[src/rtl/mrac_pkg.sv]
// ----------------------------------------------------------------------------
// mrac_pkg
// Types and codes shared by the Modbus response anomaly checker.
// ----------------------------------------------------------------------------
`default_nettype none

package mrac_pkg;

  localparam int CFG_IDX_W  = 3;
  localparam int CFG_DATA_W = 32;

  localparam logic [CFG_IDX_W-1:0] CFG_KNOWN_MASK  = 3'd0;
  localparam logic [CFG_IDX_W-1:0] CFG_RESP_WINDOW = 3'd1;
  localparam logic [CFG_IDX_W-1:0] CFG_FWD_ADDR    = 3'd2;
  localparam logic [CFG_IDX_W-1:0] CFG_MAX_FWD     = 3'd3;
  localparam logic [CFG_IDX_W-1:0] CFG_MAX_BWD     = 3'd4;

  localparam logic [1:0] FUNC_REQUEST = 2'd0;
  localparam logic [1:0] FUNC_CLEAR   = 2'd1;
  localparam logic [1:0] FUNC_POLL    = 2'd2;

  localparam logic [31:0] NO_READING = 32'hFFFF_FFFF;
  localparam logic [6:0]  MIN_BWD_COUNT = 7'd4;
  localparam int          MASK_IDS = 8;

  typedef enum logic [2:0] {
    V_PASS        = 3'd0,
    V_POLL_FAILED = 3'd1,
    V_ROGUE_ID    = 3'd2,
    V_NO_REQUEST  = 3'd3,
    V_DEVICE_LOST = 3'd4,
    V_VALUE_RANGE = 3'd5
  } verdict_t;

  typedef enum logic {
    ST_IDLE,
    ST_CHECK
  } state_t;

  typedef struct packed {
    logic [31:0] fwd;
    logic [31:0] bwd;
  } totals_t;

  typedef struct packed {
    logic        poll_ok;
    logic        known;
    logic        flag;
    logic        late;
    logic        addr_match;
    logic        cnt4;
    logic [31:0] fwd;
    logic [31:0] bwd;
    logic [31:0] last_fwd;
    logic [31:0] last_bwd;
    logic [31:0] max_fwd;
    logic [31:0] max_bwd;
  } check_t;

  typedef struct packed {
    verdict_t verdict;
    logic     wr_en;
    logic     bwd_upd;
  } judge_t;

endpackage

`default_nettype wire

[src/rtl/mrac_judge.sv]
// ----------------------------------------------------------------------------
// mrac_judge
// Verdict priority and totalizer delta checks for one poll result.
// ----------------------------------------------------------------------------
`default_nettype none

module mrac_judge
  import mrac_pkg::*;
(
  input  check_t chk,
  output judge_t jdg
);

  logic [32:0] fwd_diff;
  logic [32:0] bwd_diff;
  logic        fwd_bad;
  logic        bwd_bad;

  always_comb begin
    fwd_diff = {1'b0, chk.fwd} - {1'b0, chk.last_fwd};
    bwd_diff = {1'b0, chk.bwd} - {1'b0, chk.last_bwd};
    fwd_bad  = (chk.last_fwd != NO_READING) &&
               (fwd_diff[32] || (fwd_diff[31:0] > chk.max_fwd));
    bwd_bad  = chk.cnt4 && (chk.last_bwd != NO_READING) &&
               (bwd_diff[32] || (bwd_diff[31:0] >= chk.max_bwd));

    jdg.wr_en   = 1'b0;
    jdg.bwd_upd = chk.cnt4;
    if (!chk.poll_ok) begin
      jdg.verdict = V_POLL_FAILED;
    end else if (!chk.known) begin
      jdg.verdict = V_ROGUE_ID;
    end else if (!chk.flag) begin
      jdg.verdict = V_NO_REQUEST;
    end else if (chk.late) begin
      jdg.verdict = V_DEVICE_LOST;
    end else if (!chk.addr_match) begin
      jdg.verdict = V_PASS;
    end else if (fwd_bad || bwd_bad) begin
      jdg.verdict = V_VALUE_RANGE;
    end else begin
      jdg.verdict = V_PASS;
      jdg.wr_en   = 1'b1;
    end
  end

endmodule

`default_nettype wire
[config.mk]
export PLATFORM = sky130hd
export DESIGN_NAME = mrac_judge
export DESIGN_NICKNAME = d
export VERILOG_FILES = /design/src/rtl/mrac_pkg.sv /design/src/rtl/mrac_judge.sv
export SDC_FILE = /design/constraint.sdc
export NUM_CORES = 1
export LEC_CHECK = 0
export ABC_AREA = 1
export BUFFER_PORTS_ARGS = -buffer_cell sky130_fd_sc_hd__buf_2
export CAP_MARGIN = 20
export CORE_ASPECT_RATIO = 0.8
export CORE_MARGIN = 10
export CORE_UTILIZATION = 53
export DETAILED_ROUTE_END_ITERATION = 7
export GPL_ROUTABILITY_DRIVEN = 0
export PLACE_DENSITY_LB_ADDON = 0.12
export SETUP_SLACK_MARGIN = 0.5
export SYNTH_ARGS = -nofsm -noshare
export SYNTH_HDL_FRONTEND = slang
export SYNTH_SLANG_ARGS = --single-unit
[constraint.sdc]
create_clock -name vclk -period 5.8
set_clock_uncertainty 0.05 [all_clocks]
set_input_delay 1.16 -clock vclk [all_inputs]
set_output_delay 1.16 -clock vclk [all_outputs]
set_load 0.03 [all_outputs]
== Word level (Yosys, flattened, before mapping) ==
Cells that the tools add are included.
Operators by class
  add/subtract/negate cells: 2
  $lt $le $gt $ge: 2
  equal/unequal tests: 2
  mux-type cells: 12
  reduce and logical (&&, ||, !) cells: 6
Operators with widths (number)
  $sub A32 B32 Y33: 2
  $ne A32 B32 Y1 const B: 2
  $ge A32 B32 Y1: 1
  $gt A32 B32 Y1: 1
  $mux W3: 6
  $mux W1: 6
  $logic_and A1 B1 Y1: 3
  $logic_or A1 B1 Y1: 3
Storage, ports and cells
  register bits after elaboration: 0
  bits of input ports: 198
  output and inout port bits: 5
  word-level logic and storage cells: 24

== Logic depth before layout (Yosys ltp) ==
Gate-level depths: netlist of the first run.
  word-level depth: 11
  depth in mapped cells: 29
  gate-level depth less buffers: 29

== Worst setup path before layout of the first run ==
OpenSTA, ideal clock, no wires.
  kind: input to output
  start point: input chk[160] (netlist name)
  end point: output jdg[4] (netlist name)
  data arrival time: 4.173 ns
  required time: 4.590 ns
  setup slack: 0.417 ns
  stages on the path: 25
  path buffers: 0
  cells stage by stage: inv_1 > ha_1 > fa_1 > o21ai_2 > nand2_1 > nand2_1 > nand2_1 > nand2_2 > a21oi_2 > o21ai_2 > a21oi_2 > xnor2_1 > ha_1 > nand2_1 > nor2_1 > nand2_1 > nor2_1 > nand2_1 > nand2_1 > nand2_1 > nand2_1 > nand2_2 > nand2_4 > nand2_1 > a21oi_1
RTL lines
  start: declaration: RTL line mrac_judge.sv:10  | input check_t chk,
  end: declaration: RTL line mrac_judge.sv:11  | output judge_t jdg

==> run metrics, run 1 <==
initial DRC count 465; worst hold-check path type input port to output port; Vias 6914; CP endpoint kind output port; Nets 1487; fmax 182 MHz; RSZ-0062 raised after global routing true; syn_nets 1254; crit path kind input port to output port; post-synthesis mux area share 0%; sequential cell area 0 um^2; ANT nets after route 0; post-synthesis adder-cell area fraction 29.1%; status completed; Syn Area/Cell 6.09 um^2; Tot Pwr 0.913 mW; Post-synth top cells inv_1 (198), nand2_1 (176), ha_1 (128), a21oi_1 (101), nor2_1 (71); Initial Util 54.6%; Max-Cap Viols 0; Post-DP HPWL 15500 um; vias in the first global route 6655; fin crit period 5.49 ns; area of the die 15200 um^2; # IOs 203; most frequent cell after synthesis inv_1; worst-path maximum fanout 5; initial antenna violation count 4; fillcell total 881; Synth Area in XOR/XNOR 9.16%; Final Setup Violations 0; Yosys cell types 39; synthesized area 5640 um^2; YS warnings 0; Setup crit start kind input port; Synth Area in Compound Gates 22.5%; simple-gate area share of the yosys netlist 25.9%; Residual DRC 0; share of cells above drive strength 1 33.0%; largest family of logic cells by synthesized area adder cells; Tightest Pin Transition 0.583 ns; first-pass GRT wire length 29600 um; largest net degree at the start of global routing 7; Worst EP required 4.59 ns; vias per inst 5.31; Die Y 112 um; top cells by area, synth ha_1 (28%), inv_1 (13%), nand2_1 (12%), a21oi_1 (9.0%), xor2_1 (5.3%); max-slew violations 0; WL per Instance 14.9 um; Leak Pwr 4.32 nW; Cell Rows 33; relative slew slack 60.8%; Hold Slack 2.55 ns; post-synthesis sequential area ratio 0%; Area growth syn-to-layout 35.5%; router iterations before antenna repair 5; pwr/cell area 119 nW/um^2; final worst path period share 94.6%; post-synthesis cell count 926; CTS Hold Bufs 0; Global Route Usage Sum 22.2%; GRT overflow 0; WP data arrival 4.28 ns; Core Box Area 10300 um^2; Die Wd 135 um; Seq cells 0; setup TNS 0 ns; port bufs 203; Synth area leader ha_1; top-area cell type share of the netlist area 28.4%; WL final 19400 um; Final Hold Vio Count 0; Max VDD drop 72.4 uV; clock buffers 0
[critical path: stages]
cell and delay [ns]:
buf_2 0.09, inv_1 0.04, ha_1 0.37, a21oi_1 0.23
inv_1 0.08, a21oi_2 0.16, o221ai_1 0.17, a21oi_1 0.22
o21ai_0 0.14, xor2_1 0.17, ha_1 0.30, nand2_1 0.07
nor2_2 0.11, nand2_2 0.08, nor2_2 0.12, nand2_1 0.06
nand2_1 0.05, nand2_1 0.06, nand2_2 0.09, nand2_2 0.06
nand2_4 0.07, nand3_2 0.05, nand2_1 0.06, nand2_1 0.04
nand2_1 0.07, buf_6 0.13
[worst paths after layout]
path | from | end | depth (start not counted)
max | chk[120] | jdg[2] | 26
min | chk[192] | jdg[0] | 2
[stage by stage]
| stage | cells | setup WS (ns) | utilization (%) | instance area, um^2 |
|---|---|---|---|---|
| 5_1_grt | 1300 | 0.102 | 74.0 | 7640 |
| 2_1_floorplan | 926 | 0.556 | - | 5640 |
| 3_3_place_gp | 1268 | 0.233 | 66.1 | 6830 |
| 3_5_place_dp | 1268 | 0.153 | 66.1 | 6830 |
| 6_report | 1301 | 0.315 | 74.1 | 7640 |
| 4_1_cts | 1290 | 0.412 | 70.5 | 7280 |
[area by class of cell]
| class | count | area (um^2) | area share, % |
|---|---|---|---|
| inverter | 198 | 746 | 9.75 |
| multi-input combinational | 727 | 5450 | 71.3 |
| antenna | 4 | 10.0 | 0.131 |
| tap | 140 | 175 | 2.29 |
| timing repair buffer | 232 | 1260 | 16.5 |
[timing repair]
item                       4_1_cts  5_1_grt
pin swaps                       27       33
setup endpoints to repair        3        3
setup buffers                   22        7
gates resized for setup         61       77
[cell families after synthesis]
| kind of cell | Yosys count |
|---|---|
| AND/OR/NAND/NOR | 331 |
| AO/OA/AOI/OAI | 207 |
| buffers and inverters | 199 |
| adder cells (fa/ha/maj) | 130 |
| XOR/XNOR | 59 |
[power by group]
| part | switching (mW) | leakage (nW) | total, mW | internal (mW) |
|---|---|---|---|---|
| registers | 0 | 0 | 0 | 0 |
| clock network | 0 | 0.0000254 | 0.0000000924 | 0.0000000924 |
| logic | 0.520 | 4.32 | 0.913 | 0.392 |
| total | 0.520 | 4.32 | 0.913 | 0.392 |
[layout by cell type, fill, tap and decap left out, drive strengths merged]
master | synthesis | final
o21ai | 50 | 50
nor3b | 1 | 1
xor2 | 34 | 34
ha | 128 | 128
a21boi | 6 | 6
nand4 | 24 | 24
o311ai | 1 | 1
o221ai | 2 | 2
buf | 1 | 232
a21o | 14 | 14
nand2 | 189 | 189
diode | 0 | 4
nor2 | 72 | 72
xnor2 | 25 | 25
nor3 | 10 | 10
o211ai | 1 | 1
nor4 | 9 | 9
nand3b | 2 | 2
a21oi | 116 | 116
o21bai | 2 | 2
nand3 | 23 | 23
o21a | 5 | 5
fa | 2 | 2
a211oi | 2 | 2
inv | 198 | 198
and3 | 1 | 1
a31oi | 8 | 8
[per-layer routing]
layer	vias up	wire, um	GRT usage, %
li1	3534	-	-
met1	3051	7730	26.3
met2	278	9600	40.7
met3	51	1380	3.83
met4	0	678	4.58
met5	-	0	0
Power figures use the tool's default switching activity.
==> run 2, diff against run 1 <==
- ABC_AREA: 1 -> default
- SLEW_MARGIN: default -> 20
==> run 2 against run 1 <==
The flow now finishes with violations (setup timing). Synthesized cell count shrank 19%. Die area shrank 5.8%. Non-clock buffer count grew 169. Total power grew 5.9%. Via count is essentially flat. Routed wire length grew 2.7%. Design area grew 8.2%. Cell count shrank 1.3%. Area after synthesis shrank 6.9%. First-iteration DRC count grew 6.5%. Sequential share of layout area is the same.
==> run metrics, run 2 <==
Post-DP HPWL 16800 um (+8.0%); max-slew violations 0 (unchanged); Global Route Usage Sum 24.1% (+1.8 points); Max VDD drop 66.6 uV (-8.1%); WL per Instance 15.5 um (+4.0%); GRT overflow 0 (unchanged); pwr/cell area 117 nW/um^2 (-2.1%); P_sw 0.467 mW (-10%); most common cell after layout, fill and taps aside buf_4; final worst path period share 117% (+22 points); setup TNS -2.82 ns (-2.82 ns); relative slew slack 54.8% (-5.9 points); first-pass GRT wire length 30100 um (+1.7%); largest net degree at the start of global routing 10 (+3); placed cells 1268 (unchanged); Final WS setup -0.969 ns (-1.28 ns); router iterations before antenna repair 5 (unchanged); Die Y 109 um (-2.9%); wire length on met2 9320 um (-3.0%); wire length on met3 1250 um (-9.3%); Yosys cell types 70 (+79%); WP buf/inv 3 (-1); most frequent cells in the layout buf_4 (198), buf_2 (195), inv_1 (144), ha_1 (120), a21oi_1 (66); worst-path maximum fanout 3 (-2); CP endpoint kind output port; CP max stage delay 0.40 ns (+0.03 ns); crit path kind input port to output port; initial DRC count 495 (+6.5%); fmax 148 MHz (-19%); fin crit period 6.77 ns (+1.28 ns); Cell Rows 32 (-3.0%); top-area cell type share of the netlist area 30.5% (+2.1 points); post-synthesis cell count 753 (-19%); Hold Slack 2.55 ns (-0.00687 ns); sequential cell area 0 um^2 (unchanged); ANT nets after route 0 (unchanged); delay-heaviest family, CP compound AO/OA/AOI/OAI gates; switching share of power 48.3% (-8.7 points); violated checks setup timing; Residual DRC 0 (unchanged); most frequent cell after synthesis inv_1; share of cells above drive strength 1 40.9% (+7.9 points); worst hold-check path type input port to output port; Layout Cells excl Fill 1284 (-1.3%); post-synthesis sequential area ratio 0% (unchanged); vias per inst 5.38 (+1.3%); port bufs 203 (unchanged); YS warnings 0 (unchanged); Logic pwr share 100.0% (about the same); Area growth syn-to-layout 57.5%; synthesized area 5250 um^2 (-6.9%); critical path's slowest cell a311o_1; register share of total power 0% (unchanged); worst hold path cell count 2 (unchanged); syn_nets 1081 (-14%); Max Used Layer met5; Post-synth top cells inv_1 (147), ha_1 (128), a21oi_1 (71), o21ai_0 (38), nand2_1 (36); Final Setup Violations 3 (+3); Die Wd 131 um (-3.0%); Initial Util 54.4% (-0.19 points); status complete, but fails checks; Crit. Startpoint chk[160]; RSZ-0062 raised after global routing true; Core Box Area 9650 um^2 (-6.5%); Nets 1476 (-0.74%); WL final 19900 um (+2.7%); Leak Pwr 4.72 nW (+9.2%); Setup crit start kind input port; Tightest Pin Transition 0.671 ns (+0.0883 ns); endpoint of the worst hold path jdg[0]; Vias 6909 (-0.072%); WP data arrival 5.56 ns (+1.28 ns); Clock Power Share 0% (unchanged); clock buffers 0 (unchanged); Internal 0.499 mW (+27%); Synth area leader ha_1; area occupied by multi-input gates 4970 um^2 (-8.7%); met1 WL 9060 um (+17%); Worst EP required 4.59 ns (about the same); Syn Area/Cell 6.98 um^2 (+15%); Final Core Density 85.7% (+12 points); top cells by area, synth ha_1 (30%), inv_1 (11%), a21oi_1 (6.8%), xnor2_1 (5.8%), a21o_1 (4.9%); fillcell total 606 (-31%); Seq cells 0 (unchanged); vias in the first global route 6715 (+0.90%); Max-Cap Viols 0 (unchanged); Final Hold Vio Count 0 (unchanged); # IOs 203 (unchanged); hold path start chk[192]; initial antenna violation count 2 (-2); area of the die 14300 um^2 (-5.8%); CP cell instances buf_8 > inv_12 > ha_4 > fa_2 > and2b_1 > o2111ai_2 > a31oi_4 > a41oi_4 > o32ai_4 > a31oi_4 > o21ba_4 > nand4_1 > o311ai_2 > ha_1 > nand4_1 > nor3_2 > and3_4 > a21oi_2 > o31a_1 > a311o_1 > nor4_4 > buf_6
## run 2: metal layers
layer / vias up / GRT usage (%)
li1: 3480 / -
met1: 3125 / 32.0
met2: 272 / 40.7
met3: 30 / 3.22
met4: 2 / 5.23
met5: - / 0
## run 2: cell type report
cell class / count / share of cell area (%)
antenna: 2 / 0.0605
tap: 136 / 2.06
inverter: 147 / 6.85
timing repair buffer: 401 / 30.9
multi-input combinational: 598 / 60.1
## run 2: power by group through the flow
stage          Combinational, mW  Sequential (mW)    Clock (mW)
6_report                   0.966                0  0.0000000463
5_1_grt                     1.07                0  0.0000000231
4_1_cts                    0.902                0             0
3_5_place_dp               0.871                0             0
3_3_place_gp               0.847                0             0
2_1_floorplan              0.515                0             0
## run 2: worst max path at each step
stage	end	slack (ns)	depth (start not counted)
global placement	jdg[1]	-1.14	22
CTS	jdg[1]	-0.90	24
detailed placement	jdg[1]	-1.30	22
global route	jdg[1]	-1.12	22
floorplan	jdg[1]	-0.69	20
finish	jdg[1]	-0.97	22
## run 2: cell families (layout without fill, tap and decap cells)
| group | Yosys count | after routing | share of synthesized area (%) |
|---|---|---|---|
| AOI/OAI and AO/OA | 234 | 234 | 30.5 |
| buffers and inverters | 155 | 548 | 11.2 |
| and+or+nand+nor | 180 | 180 | 18.0 |
| adders and majority gates | 130 | 130 | 31.2 |
| other | 0 | 2 | 0 |
| muxes | 1 | 1 | 0.191 |
| xor gates and xnor gates | 53 | 53 | 8.84 |
## run 2: through the flow
step	worst slack (ns)	power, mW	instance area, um^2
2_1_floorplan	-0.690	0.515	5290
3_3_place_gp	-1.14	0.847	7820
3_5_place_dp	-1.30	0.871	7820
4_1_cts	-0.905	0.902	8010
5_1_grt	-1.12	1.07	8270
6_report	-0.969	0.966	8270
## run 2: what timing repair did
item | 4_1_cts | 5_1_grt
setup buffers | 7 | 7
gates resized for setup | 31 | 37
setup endpoints to repair | 3 | 3
pin swaps | 30 | 22
hold buffers | 0 | 0
